File: config.mk
export PLATFORM = sky130hd
export DESIGN_NAME = text_cell_cursor_editor_core_flat
export DESIGN_NICKNAME = d
export VERILOG_FILES = /design/src/rtl/tcce_pkg.sv /design/src/rtl/tcce_req_if.sv /design/src/rtl/tcce_rsp_if.sv /design/src/rtl/tcce_store.sv /design/src/rtl/tcce_ctrl.sv /design/src/rtl/text_cell_cursor_editor_core.sv /design/src/flat_wrapper.sv
export VERILOG_INCLUDE_DIRS = /design/src /design/src/rtl
export SDC_FILE = /design/constraint.sdc
export NUM_CORES = 2
export LEC_CHECK = 0
export BUFFER_PORTS_ARGS = -buffer_cell sky130_fd_sc_hd__buf_4
export CORE_MARGIN = 1
export CORE_UTILIZATION = 57
export DETAILED_ROUTE_END_ITERATION = 10
export HOLD_SLACK_MARGIN = 0.05
export PLACE_DENSITY = 0.75
export SYNTH_ARGS = -nofsm -noshare
export SYNTH_HDL_FRONTEND = slang
export SYNTH_SLANG_ARGS = --single-unit
File: constraint.sdc
create_clock -name clk -period 14.9 [get_ports clk]
set_clock_uncertainty 0.2 [all_clocks]
set_input_delay 1.49 -clock clk [delete_from_list [all_inputs] [get_ports clk]]
set_output_delay 1.49 -clock clk [all_outputs]
set_load 0.02 [all_outputs]
File: src/rtl/text_cell_cursor_editor_core_defines.svh
// ----------------------------------------------------------------------------
// Text cell cursor editor: assertion macros
// Shared property forms for the checks at the end of the top level.
// ----------------------------------------------------------------------------
`ifndef TEXT_CELL_CURSOR_EDITOR_CORE_DEFINES_SVH
`define TEXT_CELL_CURSOR_EDITOR_CORE_DEFINES_SVH

// same-cycle implication, clocked on clk, off during reset
`define TCCE_ASSERT_IMP(label, ante, cons, msg) \
  label: assert property (@(posedge clk) disable iff (!rst_n) (ante) |-> (cons)) \
    else $error(msg);

// next-cycle implication, clocked on clk, off during reset
`define TCCE_ASSERT_NXT(label, ante, cons, msg) \
  label: assert property (@(posedge clk) disable iff (!rst_n) (ante) |=> (cons)) \
    else $error(msg);

`endif

File: src/rtl/tcce_pkg.sv
// ----------------------------------------------------------------------------
// Text cell cursor editor: package
// Geometry, field widths, request and key codes, state and memory types.
// ----------------------------------------------------------------------------
package tcce_pkg;

  localparam int ROWS   = 16;
  localparam int COLS   = 32;
  localparam int CELLS  = ROWS * COLS;
  localparam int ADDR_W = $clog2(CELLS);

  localparam int REQ_W  = 2;
  localparam int KEY_W  = 8;
  localparam int ROW_W  = 4;
  localparam int COL_W  = 5;
  localparam int CHAR_W = 7;

  localparam logic [ROW_W-1:0]  LAST_ROW  = ROW_W'(ROWS - 1);
  localparam logic [COL_W-1:0]  LAST_COL  = COL_W'(COLS - 1);
  localparam logic [ADDR_W-1:0] LAST_ADDR = ADDR_W'(CELLS - 1);

  localparam logic [REQ_W-1:0] REQ_KEY   = 2'd0;
  localparam logic [REQ_W-1:0] REQ_CLEAR = 2'd1;
  localparam logic [REQ_W-1:0] REQ_READ  = 2'd2;

  localparam logic [KEY_W-1:0] KEY_UP     = 8'h5E;
  localparam logic [KEY_W-1:0] KEY_DOWN   = 8'h5F;
  localparam logic [KEY_W-1:0] KEY_LEFT   = 8'h3C;
  localparam logic [KEY_W-1:0] KEY_RIGHT  = 8'h3E;
  localparam logic [KEY_W-1:0] KEY_NL     = 8'h0A;
  localparam logic [KEY_W-1:0] KEY_BS     = 8'h08;
  localparam logic [KEY_W-1:0] PRINT_LOW  = 8'd32;
  localparam logic [KEY_W-1:0] PRINT_HIGH = 8'd126;

  localparam logic [CHAR_W-1:0] SPACE_CHAR = 7'h20;

  typedef enum logic [2:0] {
    ST_INIT,
    ST_IDLE,
    ST_KEY,
    ST_RD_ADDR,
    ST_RD_DATA,
    ST_CLEAR,
    ST_DONE
  } tcce_state_t;

  typedef struct packed {
    logic              we;
    logic [ADDR_W-1:0] waddr;
    logic [CHAR_W-1:0] wdata;
    logic [ADDR_W-1:0] raddr;
  } tcce_mem_req_t;

  function automatic logic [ADDR_W-1:0] cell_addr(input logic [ROW_W-1:0] row,
                                                  input logic [COL_W-1:0] col);
    cell_addr = ADDR_W'(int'(row) * COLS + int'(col));
  endfunction

  function automatic logic cell_in_range(input logic [ROW_W-1:0] row,
                                         input logic [COL_W-1:0] col);
    cell_in_range = (int'(row) < ROWS) && (int'(col) < COLS);
  endfunction

endpackage

File: src/rtl/tcce_req_if.sv
// ----------------------------------------------------------------------------
// Text cell cursor editor: request channel
// Valid/ready channel carrying one request word.
// ----------------------------------------------------------------------------
interface tcce_req_if import tcce_pkg::*; ();

  logic             valid;
  logic             ready;
  logic [REQ_W-1:0] req_type;
  logic [KEY_W-1:0] key_code;
  logic [ROW_W-1:0] read_row;
  logic [COL_W-1:0] read_col;

  modport source (output valid, output req_type, output key_code,
                  output read_row, output read_col, input ready);
  modport sink   (input valid, input req_type, input key_code,
                  input read_row, input read_col, output ready);

endinterface

File: src/rtl/tcce_rsp_if.sv
// ----------------------------------------------------------------------------
// Text cell cursor editor: response channel
// Valid/ready channel carrying one response word.
// ----------------------------------------------------------------------------
interface tcce_rsp_if import tcce_pkg::*; ();

  logic              valid;
  logic              ready;
  logic [ROW_W-1:0]  cursor_row;
  logic [COL_W-1:0]  cursor_col;
  logic [CHAR_W-1:0] cell_char;
  logic              key_acted;

  modport source (output valid, output cursor_row, output cursor_col,
                  output cell_char, output key_acted, input ready);
  modport sink   (input valid, input cursor_row, input cursor_col,
                  input cell_char, input key_acted, output ready);

endinterface

File: src/rtl/tcce_store.sv
// ----------------------------------------------------------------------------
// Text cell cursor editor: cell store
// Single-write, single-read synchronous memory with registered read data.
// ----------------------------------------------------------------------------
module tcce_store import tcce_pkg::*; (
  input  logic              clk,
  input  tcce_mem_req_t     mem_req,
  output logic [CHAR_W-1:0] rd_data_r
);

  logic [CHAR_W-1:0] mem_r [CELLS];

  always_ff @(posedge clk) begin
    if (mem_req.we) begin
      mem_r[mem_req.waddr] <= mem_req.wdata;
    end
  end

  always_ff @(posedge clk) begin
    rd_data_r <= mem_r[mem_req.raddr];
  end

endmodule

File: src/rtl/tcce_ctrl.sv
// ----------------------------------------------------------------------------
// Text cell cursor editor: control
// Request sequencer, cursor registers, clearing sweep and response register.
// ----------------------------------------------------------------------------
module tcce_ctrl import tcce_pkg::*; (
  input  logic              clk,
  input  logic              rst_n,
  tcce_req_if.sink          in_req,
  tcce_rsp_if.source        out_rsp,
  output tcce_mem_req_t     mem_req,
  input  logic [CHAR_W-1:0] rd_data_r
);

  tcce_state_t       state_r, state_nxt;
  logic [ROW_W-1:0]  row_r, row_nxt;
  logic [COL_W-1:0]  col_r, col_nxt;
  logic [KEY_W-1:0]  key_r, key_nxt;
  logic [ROW_W-1:0]  rrow_r, rrow_nxt;
  logic [COL_W-1:0]  rcol_r, rcol_nxt;
  logic [CHAR_W-1:0] char_r, char_nxt;
  logic              acted_r, acted_nxt;
  logic [ADDR_W-1:0] cnt_r, cnt_nxt;
  logic              out_valid_r, out_valid_nxt;
  logic [ROW_W-1:0]  out_row_r, out_row_nxt;
  logic [COL_W-1:0]  out_col_r, out_col_nxt;
  logic [CHAR_W-1:0] out_char_r, out_char_nxt;
  logic              out_acted_r, out_acted_nxt;
  logic              slot_free;

  assign slot_free         = !out_valid_r || out_rsp.ready;
  assign in_req.ready      = (state_r == ST_IDLE);
  assign out_rsp.valid     = out_valid_r;
  assign out_rsp.cursor_row = out_row_r;
  assign out_rsp.cursor_col = out_col_r;
  assign out_rsp.cell_char = out_char_r;
  assign out_rsp.key_acted = out_acted_r;

  always_comb begin
    state_nxt = state_r;
    case (state_r)
      ST_INIT: begin
        if (cnt_r == LAST_ADDR) state_nxt = ST_IDLE;
      end
      ST_IDLE: begin
        if (in_req.valid) begin
          case (in_req.req_type)
            REQ_KEY:   state_nxt = ST_KEY;
            REQ_CLEAR: state_nxt = ST_CLEAR;
            REQ_READ:  state_nxt = ST_RD_ADDR;
            default:   state_nxt = ST_DONE;
          endcase
        end
      end
      ST_KEY:     state_nxt = ST_DONE;
      ST_RD_ADDR: state_nxt = ST_RD_DATA;
      ST_RD_DATA: state_nxt = ST_DONE;
      ST_CLEAR: begin
        if (cnt_r == LAST_ADDR) state_nxt = ST_DONE;
      end
      ST_DONE: begin
        if (slot_free) state_nxt = ST_IDLE;
      end
      default: state_nxt = ST_IDLE;
    endcase
  end

  always_comb begin
    row_nxt       = row_r;
    col_nxt       = col_r;
    key_nxt       = key_r;
    rrow_nxt      = rrow_r;
    rcol_nxt      = rcol_r;
    char_nxt      = char_r;
    acted_nxt     = acted_r;
    cnt_nxt       = cnt_r;
    out_valid_nxt = out_valid_r && !out_rsp.ready;
    out_row_nxt   = out_row_r;
    out_col_nxt   = out_col_r;
    out_char_nxt  = out_char_r;
    out_acted_nxt = out_acted_r;
    mem_req.we    = 1'b0;
    mem_req.waddr = cnt_r;
    mem_req.wdata = SPACE_CHAR;
    mem_req.raddr = cell_addr(rrow_r, rcol_r);
    case (state_r)
      ST_INIT, ST_CLEAR: begin
        // sweep spaces through every cell
        mem_req.we = 1'b1;
        cnt_nxt    = cnt_r + 1'b1;
      end
      ST_IDLE: begin
        if (in_req.valid) begin
          key_nxt   = in_req.key_code;
          rrow_nxt  = in_req.read_row;
          rcol_nxt  = in_req.read_col;
          char_nxt  = '0;
          acted_nxt = 1'b0;
          if (in_req.req_type == REQ_CLEAR) begin
            row_nxt = '0;
            col_nxt = '0;
            cnt_nxt = '0;
          end
        end
      end
      ST_KEY: begin
        acted_nxt = 1'b1;
        case (key_r)
          KEY_UP: begin
            if (row_r != '0) row_nxt = row_r - 1'b1;
          end
          KEY_DOWN: begin
            if (row_r != LAST_ROW) row_nxt = row_r + 1'b1;
          end
          KEY_LEFT: begin
            if (col_r != '0) begin
              col_nxt = col_r - 1'b1;
            end else if (row_r != '0) begin
              row_nxt = row_r - 1'b1;
              col_nxt = LAST_COL;
            end
          end
          KEY_RIGHT: begin
            if (col_r != LAST_COL) begin
              col_nxt = col_r + 1'b1;
            end else if (row_r != LAST_ROW) begin
              row_nxt = row_r + 1'b1;
              col_nxt = '0;
            end
          end
          KEY_NL: begin
            if (row_r != LAST_ROW) begin
              row_nxt = row_r + 1'b1;
              col_nxt = '0;
            end
          end
          KEY_BS: begin
            if (col_r != '0) begin
              col_nxt       = col_r - 1'b1;
              mem_req.we    = 1'b1;
              mem_req.waddr = cell_addr(row_r, col_r - 1'b1);
            end else if (row_r != '0) begin
              row_nxt       = row_r - 1'b1;
              col_nxt       = LAST_COL;
              mem_req.we    = 1'b1;
              mem_req.waddr = cell_addr(row_r - 1'b1, LAST_COL);
            end
          end
          default: begin
            if (key_r >= PRINT_LOW && key_r <= PRINT_HIGH) begin
              mem_req.we    = 1'b1;
              mem_req.waddr = cell_addr(row_r, col_r);
              mem_req.wdata = key_r[CHAR_W-1:0];
              if (col_r != LAST_COL) begin
                col_nxt = col_r + 1'b1;
              end else if (row_r != LAST_ROW) begin
                row_nxt = row_r + 1'b1;
                col_nxt = '0;
              end
            end else begin
              acted_nxt = 1'b0;
            end
          end
        endcase
      end
      ST_RD_ADDR: begin
      end
      ST_RD_DATA: begin
        char_nxt = cell_in_range(rrow_r, rcol_r) ? rd_data_r : '0;
      end
      ST_DONE: begin
        if (slot_free) begin
          out_valid_nxt = 1'b1;
          out_row_nxt   = row_r;
          out_col_nxt   = col_r;
          out_char_nxt  = char_r;
          out_acted_nxt = acted_r;
        end
      end
      default: begin
      end
    endcase
  end

  always_ff @(posedge clk) begin
    if (!rst_n) begin
      state_r     <= ST_INIT;
      row_r       <= '0;
      col_r       <= '0;
      cnt_r       <= '0;
      out_valid_r <= 1'b0;
    end else begin
      state_r     <= state_nxt;
      row_r       <= row_nxt;
      col_r       <= col_nxt;
      cnt_r       <= cnt_nxt;
      out_valid_r <= out_valid_nxt;
    end
  end

  always_ff @(posedge clk) begin
    key_r       <= key_nxt;
    rrow_r      <= rrow_nxt;
    rcol_r      <= rcol_nxt;
    char_r      <= char_nxt;
    acted_r     <= acted_nxt;
    out_row_r   <= out_row_nxt;
    out_col_r   <= out_col_nxt;
    out_char_r  <= out_char_nxt;
    out_acted_r <= out_acted_nxt;
  end

endmodule

File: src/rtl/text_cell_cursor_editor_core.sv
// ----------------------------------------------------------------------------
// Text cell cursor editor core
// Flow: a key request passes ST_KEY and ST_DONE, a read ST_RD_ADDR, ST_RD_DATA and
// ST_DONE, a clear ST_CLEAR (one cell a cycle) and ST_DONE, into the response register;
// one request at a time, so the next is taken only once ST_DONE has passed its word on.
// Reset: synchronous, active low; a sweep then fills every cell of the store with
// spaces while no request is taken, and the cursor sits at row 0, column 0.
// ----------------------------------------------------------------------------
`include "text_cell_cursor_editor_core_defines.svh"

module text_cell_cursor_editor_core import tcce_pkg::*; (
  input  logic       clk,
  input  logic       rst_n,
  tcce_req_if.sink   in_req,
  tcce_rsp_if.source out_rsp
);

  tcce_mem_req_t     mem_req;
  logic [CHAR_W-1:0] rd_data_r;

  tcce_ctrl u_ctrl (
    .clk       (clk),
    .rst_n     (rst_n),
    .in_req    (in_req),
    .out_rsp   (out_rsp),
    .mem_req   (mem_req),
    .rd_data_r (rd_data_r)
  );

  tcce_store u_store (
    .clk       (clk),
    .mem_req   (mem_req),
    .rd_data_r (rd_data_r)
  );

  `TCCE_ASSERT_IMP(a_row_bound, out_rsp.valid, out_rsp.cursor_row <= LAST_ROW, "row out of range")
  `TCCE_ASSERT_IMP(a_col_bound, out_rsp.valid, out_rsp.cursor_col <= LAST_COL, "col out of range")
  `TCCE_ASSERT_NXT(a_one_req, in_req.valid && in_req.ready, !in_req.ready, "taken while busy")
  `TCCE_ASSERT_IMP(a_no_idle_write, mem_req.we, !in_req.ready, "store written while idle")

endmodule

File: src/flat_wrapper.sv
// flat-port wrapper written by rule: the top's interface ports become plain ports
module text_cell_cursor_editor_core_flat import tcce_pkg::*;
  (clk, rst_n, in_req_valid, in_req_req_type, in_req_key_code, in_req_read_row, in_req_read_col, in_req_ready, out_rsp_valid, out_rsp_cursor_row, out_rsp_cursor_col, out_rsp_cell_char, out_rsp_key_acted, out_rsp_ready);
  tcce_req_if in_req_i ();
  tcce_rsp_if out_rsp_i ();
  input  logic clk;
  input  logic rst_n;
  input wire logic [$bits(in_req_i.valid)-1:0] in_req_valid;
  input wire logic [$bits(in_req_i.req_type)-1:0] in_req_req_type;
  input wire logic [$bits(in_req_i.key_code)-1:0] in_req_key_code;
  input wire logic [$bits(in_req_i.read_row)-1:0] in_req_read_row;
  input wire logic [$bits(in_req_i.read_col)-1:0] in_req_read_col;
  output wire logic [$bits(in_req_i.ready)-1:0] in_req_ready;
  output wire logic [$bits(out_rsp_i.valid)-1:0] out_rsp_valid;
  output wire logic [$bits(out_rsp_i.cursor_row)-1:0] out_rsp_cursor_row;
  output wire logic [$bits(out_rsp_i.cursor_col)-1:0] out_rsp_cursor_col;
  output wire logic [$bits(out_rsp_i.cell_char)-1:0] out_rsp_cell_char;
  output wire logic [$bits(out_rsp_i.key_acted)-1:0] out_rsp_key_acted;
  input wire logic [$bits(out_rsp_i.ready)-1:0] out_rsp_ready;
  assign in_req_i.valid = in_req_valid;
  assign in_req_i.req_type = in_req_req_type;
  assign in_req_i.key_code = in_req_key_code;
  assign in_req_i.read_row = in_req_read_row;
  assign in_req_i.read_col = in_req_read_col;
  assign in_req_ready = in_req_i.ready;
  assign out_rsp_valid = out_rsp_i.valid;
  assign out_rsp_cursor_row = out_rsp_i.cursor_row;
  assign out_rsp_cursor_col = out_rsp_i.cursor_col;
  assign out_rsp_cell_char = out_rsp_i.cell_char;
  assign out_rsp_key_acted = out_rsp_i.key_acted;
  assign out_rsp_i.ready = out_rsp_ready;
  text_cell_cursor_editor_core u_core (.clk(clk), .rst_n(rst_n), .in_req(in_req_i), .out_rsp(out_rsp_i));
endmodule
Word level (Yosys, flattened, before mapping):

Memory sizes are Yosys's and may differ from the RTL's. A register that Yosys moved wholly into a read port is not among the register bits.
Index checks and enable logic that the tools add are counted.

* register bits: 64
* input port bits: 23
* word-level logic and storage cells: 124
* output and inout bits: 19
* memory bits (writable): 3584
* memories: 1

* add/sub/neg operators: 9
* multiplexer cells: 44
* order comparisons: 2
* reduce and logical (&&, ||, !) cells: 27
* equality and inequality tests: 27

Memory list
* u_core.u_store.mem_r: words 512, width 7, rd ports 1, clocked after Yosys merged registers in 1, wr ports 1, RTL line tcce_store.sv:11 `logic [CHAR_W-1:0] mem_r [CELLS];`

Operator list (count)
* 5-bit 2-to-1 mux: 7
* 4-bit 2-to-1 mux: 7
* 9-bit by 5-bit adder with 9-bit output: 3
* 10-bit 2-to-1 mux: 2
* 10-bit case mux with 2 select lines: 1
* 5-bit case mux with 4 select lines: 1
* 9-bit 2-to-1 mux: 2
* 3-bit case mux with 6 select lines: 1
* 9-bit case mux with 2 select lines: 1
* 17-bit 2-to-1 mux: 1
* 8-bit by 4-bit equality test with 1-bit output, second input constant: 2
* 8-bit by 6-bit equality test with 1-bit output, second input constant: 2
* 8-bit by 7-bit equality test with 1-bit output, second input constant: 2
* 16-bit 2-to-1 mux: 1
* 4-bit case mux with 4 select lines: 1
* 7-bit 2-to-1 mux: 2
* 7-bit case mux with 2 select lines: 1
* 3-bit 2-to-1 mux: 4
* 2-bit != test, second input constant: 5
* 5-bit case mux with 2 select lines: 1
* 2-bit OR reduction: 5
* 9-bit by 1-bit adder with 9-bit output, second input constant: 1
* 9-bit by 5-bit adder with 9-bit output, second input constant: 1
* 3-bit equality test, second input constant: 3
* other kinds (36): 52

Logic depth before layout (Yosys ltp):

* depth in word-level cells: 8
* depth in mapped cells: 14
* mapped depth without buffers: 10

Hierarchy:

A second synthesis with hierarchy kept.

* cell total of the unflattened synthesis: 7495
* area, all modules: 144741.3 µm²

By module, submodules not included
* tcce_store: area an instance 141324.3 µm², cells an instance 7154, instances 1
* tcce_ctrl: area an instance 3417.0 µm², cells an instance 341, instances 1

Worst setup path after synthesis:

OpenSTA, ideal clock, no wires.

* path type: register -> register
* start point: reg u_core.u_ctrl.key_r[6]
* end point: mem u_core.u_store.mem_r[0][0] (data pin)
* data required time: 12116 ps
* data arrival time: 13022 ps
* stages on the path, launching flop included: 7
* setup slack: -907 ps
* clock period less this slack: 15807 ps
* buffers on the path: 1
* cells stage by stage: edfxtp_1 -> clkbuf_1 -> a21bo_2 -> a31oi_1 -> o21a_1 -> nand2_1 -> nor2_1

RTL lines
* start, declared: RTL line tcce_ctrl.sv:17 `logic [KEY_W-1:0] key_r, key_nxt;`
* start signal, assigned: RTL line tcce_ctrl.sv:201 `key_r <= key_nxt;`
* end, declared: RTL line tcce_store.sv:11

Final worst setup path:

* start point: reg u_core.u_ctrl.rcol_r[0]
* end point: reg u_core.u_store.rd_data_r[6], read port of u_core.u_store.mem_r

* longest elaborated chain between the ends: 1

Ends and longest elaborated chain
* start, declared: RTL line tcce_ctrl.sv:19 `logic [COL_W-1:0] rcol_r, rcol_nxt;`
* start signal, assigned: RTL line tcce_ctrl.sv:203 `rcol_r <= rcol_nxt;`
* 9-bit by 5-bit adder with 9-bit output: RTL line tcce_pkg.sv:56 `cell_addr = ADDR_W'(int'(row) * COLS + int'(col));`
* end, declared: RTL line tcce_store.sv:8 `output logic [CHAR_W-1:0] rd_data_r`

No other way between the ends.
A chain may end at the register's enable or synchronous reset.

==> metrics.md <==
| Metric | Value |
|---|---|
| Routed len/inst | `32.1 um` |
| Initial Util | `0.573` |
| CP cell instances | `buf_12 > buf_4 > buf_12 > buf_4 > mux4_2 > nand2_1 > a2111oi_0 > nand4_1 > or4_1 > nor4_1` |
| GR Overflow Total | `0` |
| Crit-path slowest cell | `buf_4` |
| Post-synth top area share | `0.756` |
| Setup Buffers After CTS | `0` |
| Post-Syn Area per Cell | `19.0 sq um` |
| Antenna violations before repair | `28` |
| Async SR Flop Fraction | `0` |
| Startpoint types | `flop` |
| Share of layout cells above drive strength 1 | `0.169` |
| Critical Path AT | `7.12 ns` |
| RSZ-0062 raised after global routing | `no` |
| Post-route minimum period | `6.48 ns` |
| Die footprint | `255000 sq um` |
| Fin cells | `11300` |
| Register area share after synthesis | `0.760` |
| Largest net degree at the start of global routing | `218` |
| Outcome | `finished clean` |
| CP top delay family | `buffers and inverters` |
| Final Core Density | `0.631` |
| Clk slew on worst S/H paths | `0.06 ns` |
| Post-synth EDFFs | `3626` |
| Final WL | `362000 um` |
| Syn_nets | `7598` |
| Worst Tran Pin Value | `1.19 ns` |
| Fillers | `16500` |
| Yosys top cell by area | `edfxtp_1` |
| Placed Instances | `10600` |
| Routed Antenna Nets | `0` |
| Static leakage | `49.2 nW` |
| Core area | `251000 sq um` |
| Row count | `184` |
| Fin. max-slew vios | `0` |
| Worst skew pair latency | `0.97 ns` |
| Via density per instance | `6.80` |
| Unique masters post-synth | `84` |
| Port Buf Inserts | `41` |
| Max Cap Viol | `0` |
| Pre-Repair DR Iteration Count | `6` |
| Vias | `76600` |
| Ports | `42` |
| Longest Clk Path Bufs | `4` |
| Post-CTS Hold Fix Bufs | `0` |
| Clk Tree Root Cell | `clkbuf_16` |
| HP Class | `reg2reg` |
| Num CTS Buffers | `367` |
| Starting DRT DRC Count | `10900` |
| Detailed placement HPWL | `215000 um` |
| First-pass GRT wire length | `520000 um` |
| Buf+Inv Stages, Crit Path | `4` |
| Synthesis Warnings | `0` |
| Setup_tns | `0 ns` |
| Fmax | `154 MHz` |
| CTS-repair resized insts | `0` |
| Area grow syn2layout | `10.2%` |
| Vias in the first global route | `74900` |
| Max-slew headroom | `0.208` |
| Worst VDD drop | `0.159 mV` |
| Final #Nets | `7664` |
| Worst setup EP type | `flop` |
| Die height | `505 um` |
| Gpl congestion | `0.930` |
| Worst Path Required | `15.54 ns` |
| Post-route clock period utilization | `0.435` |
| Most used flip-flop cell after synthesis | `edfxtp_1` |
| Synth Register Bits | `3655` |
| Final hold violations | `0` |
| PD cells | `141 nW/um^2` |
| GRT Total Usage | `0.282` |
| Setup-failing EPs final | `0` |
| CTS tree | `done` |
| Mapped Area | `144000 sq um` |
| Setup WS post-layout | `8.42 ns` |
| Critical path class | `reg2reg` |
| Top cells by area, synth | `edfxtp_1 76%, mux4_2 9.4%, mux2i_1 4.3%, nor2_1 1.8%, o221ai_1 1.1%` |
| Chip width | `505 um` |
| Max FO, Critical Path | `103` |
| Post-place setup slack | `8.48 ns` |
| CTS H-tree lvls | `5` |
| Clock sinks | `3655` |
| Synthesized instance count | `7565` |
| DRC | `0` |
| Worst slack on hold paths | `0.219 ns` |
| Max incr delay on CP | `0.84 ns` |
## metal layers
metal,wire [um],vias up,global-route usage
li1,-,31200,-
met1,133000,39400,0.390
met2,170000,5089,0.436
met3,41700,858,0.0644
met4,16500,22,0.120
met5,162,-,0
## state kept, by name (all words and copies together) (netlist names)
name / count
u_core.u_ctrl.state_r: 3
u_core.u_ctrl.rcol_r: 5
u_core.u_ctrl.out_rsp.cursor_col: 5
u_core.u_ctrl.key_r: 8
u_core.u_ctrl.out_rsp.cursor_row: 4
u_core.u_ctrl.out_rsp.key_acted: 1
u_core.u_ctrl.col_r: 5
u_core.u_ctrl.char_r: 7
u_core.u_store.mem_r: 3584
u_core.u_store.rd_data_r: 7
u_core.u_ctrl.row_r: 4
u_core.u_ctrl.acted_r: 1
u_core.u_ctrl.cnt_r: 9
u_core.u_ctrl.out_rsp.cell_char: 7
u_core.u_ctrl.rrow_r: 4
u_core.u_ctrl.out_rsp.valid: 1
## layout make-up
| type | count | area, sq um | share of cell area |
|---|---|---|---|
| inverter | 18 | 75.1 | 0.000473 |
| clock buffer | 449 | 9640 | 0.0608 |
| tap | 3348 | 4190 | 0.0264 |
| multi-input combinational | 3422 | 32100 | 0.203 |
| clock inverter | 187 | 1650 | 0.0104 |
| timing repair buffer | 167 | 1500 | 0.00948 |
| sequential | 3655 | 109000 | 0.690 |
| antenna | 13 | 32.5 | 0.000205 |
## power by group
| group | leakage [nW] | total, W | internal [W] | switching (W) |
|---|---|---|---|---|
| combinational | 11.5 | 0.00214 | 0.000640 | 0.00150 |
| clock | 5.51 | 0.00878 | 0.00506 | 0.00372 |
| sequential | 32.1 | 0.0115 | 0.0114 | 0.0000682 |
## cells by family after synthesis
kind of cell | share of synthesized area
AO/OA/AOI/OAI | 0.0417
adder cells (fa/ha/maj) | 0.000869
flip-flops | 0.760
buffers and inverters | 0.0182
multiplexers | 0.137
AND/OR/NAND/NOR | 0.0416
XOR/XNOR | 0.000547
## Yosys cell counts (108+ instances only)
library cell     n
mux4_2         602
mux2i_1        618
clkbuf_1       174
o21ai_0        108
a21oi_1        137
nand2_1        162
o221ai_1       185
o22ai_1        236
nor3_1         170
nor2_1         682
buf_2          124
edfxtp_1      3626
## metrics by stage
stage | total power (W) | instance area, sq um
global placement | 0.0138 | 147000
detailed placement | 0.0138 | 147000
finish | 0.0224 | 159000
global route | 0.0229 | 159000
floorplan | 0.0131 | 144000
CTS | 0.0224 | 159000
## layout by cell type (no fill, tap or decap), types with 27 or more instances in the layout
cell	count
a211oi_1	42
a21oi_1	137
and2_1	27
buf_4	147
bufinv_16	28
clkbuf_1	75
clkbuf_16	374
clkinv_1	79
clkinv_2	57
dfxtp_1	29
edfxtp_1	3626
mux2i_1	618
mux4_2	602
nand2_1	145
nand3_1	43
nor2_1	681
nor3_1	168
nor4_1	59
o21ai_0	108
o221ai_1	185
o22ai_1	236
## path summary, 6_finish.rpt
kind | to | slack (ns) | start | cells past startpoint
setup / recovery | u_core.u_store.rd_data_r[6]$_DFF_P_ | 8.42 | u_core.u_ctrl.rcol_r[0]$_DFFE_PP_ | 10
hold / removal | u_core.u_ctrl.out_rsp.cell_char[5]$_DFFE_PP_ | 0.22 | u_core.u_ctrl.char_r[5]$_SDFFCE_PN0P_ | 0
setup reg to reg | u_core.u_store.rd_data_r[6]$_DFF_P_ | 8.42 | u_core.u_ctrl.rcol_r[0]$_DFFE_PP_ | 10
hold reg to reg | u_core.u_ctrl.out_rsp.cell_char[5]$_DFFE_PP_ | 0.22 | u_core.u_ctrl.char_r[5]$_SDFFCE_PN0P_ | 0
Power figures use the tool's default switching activity.
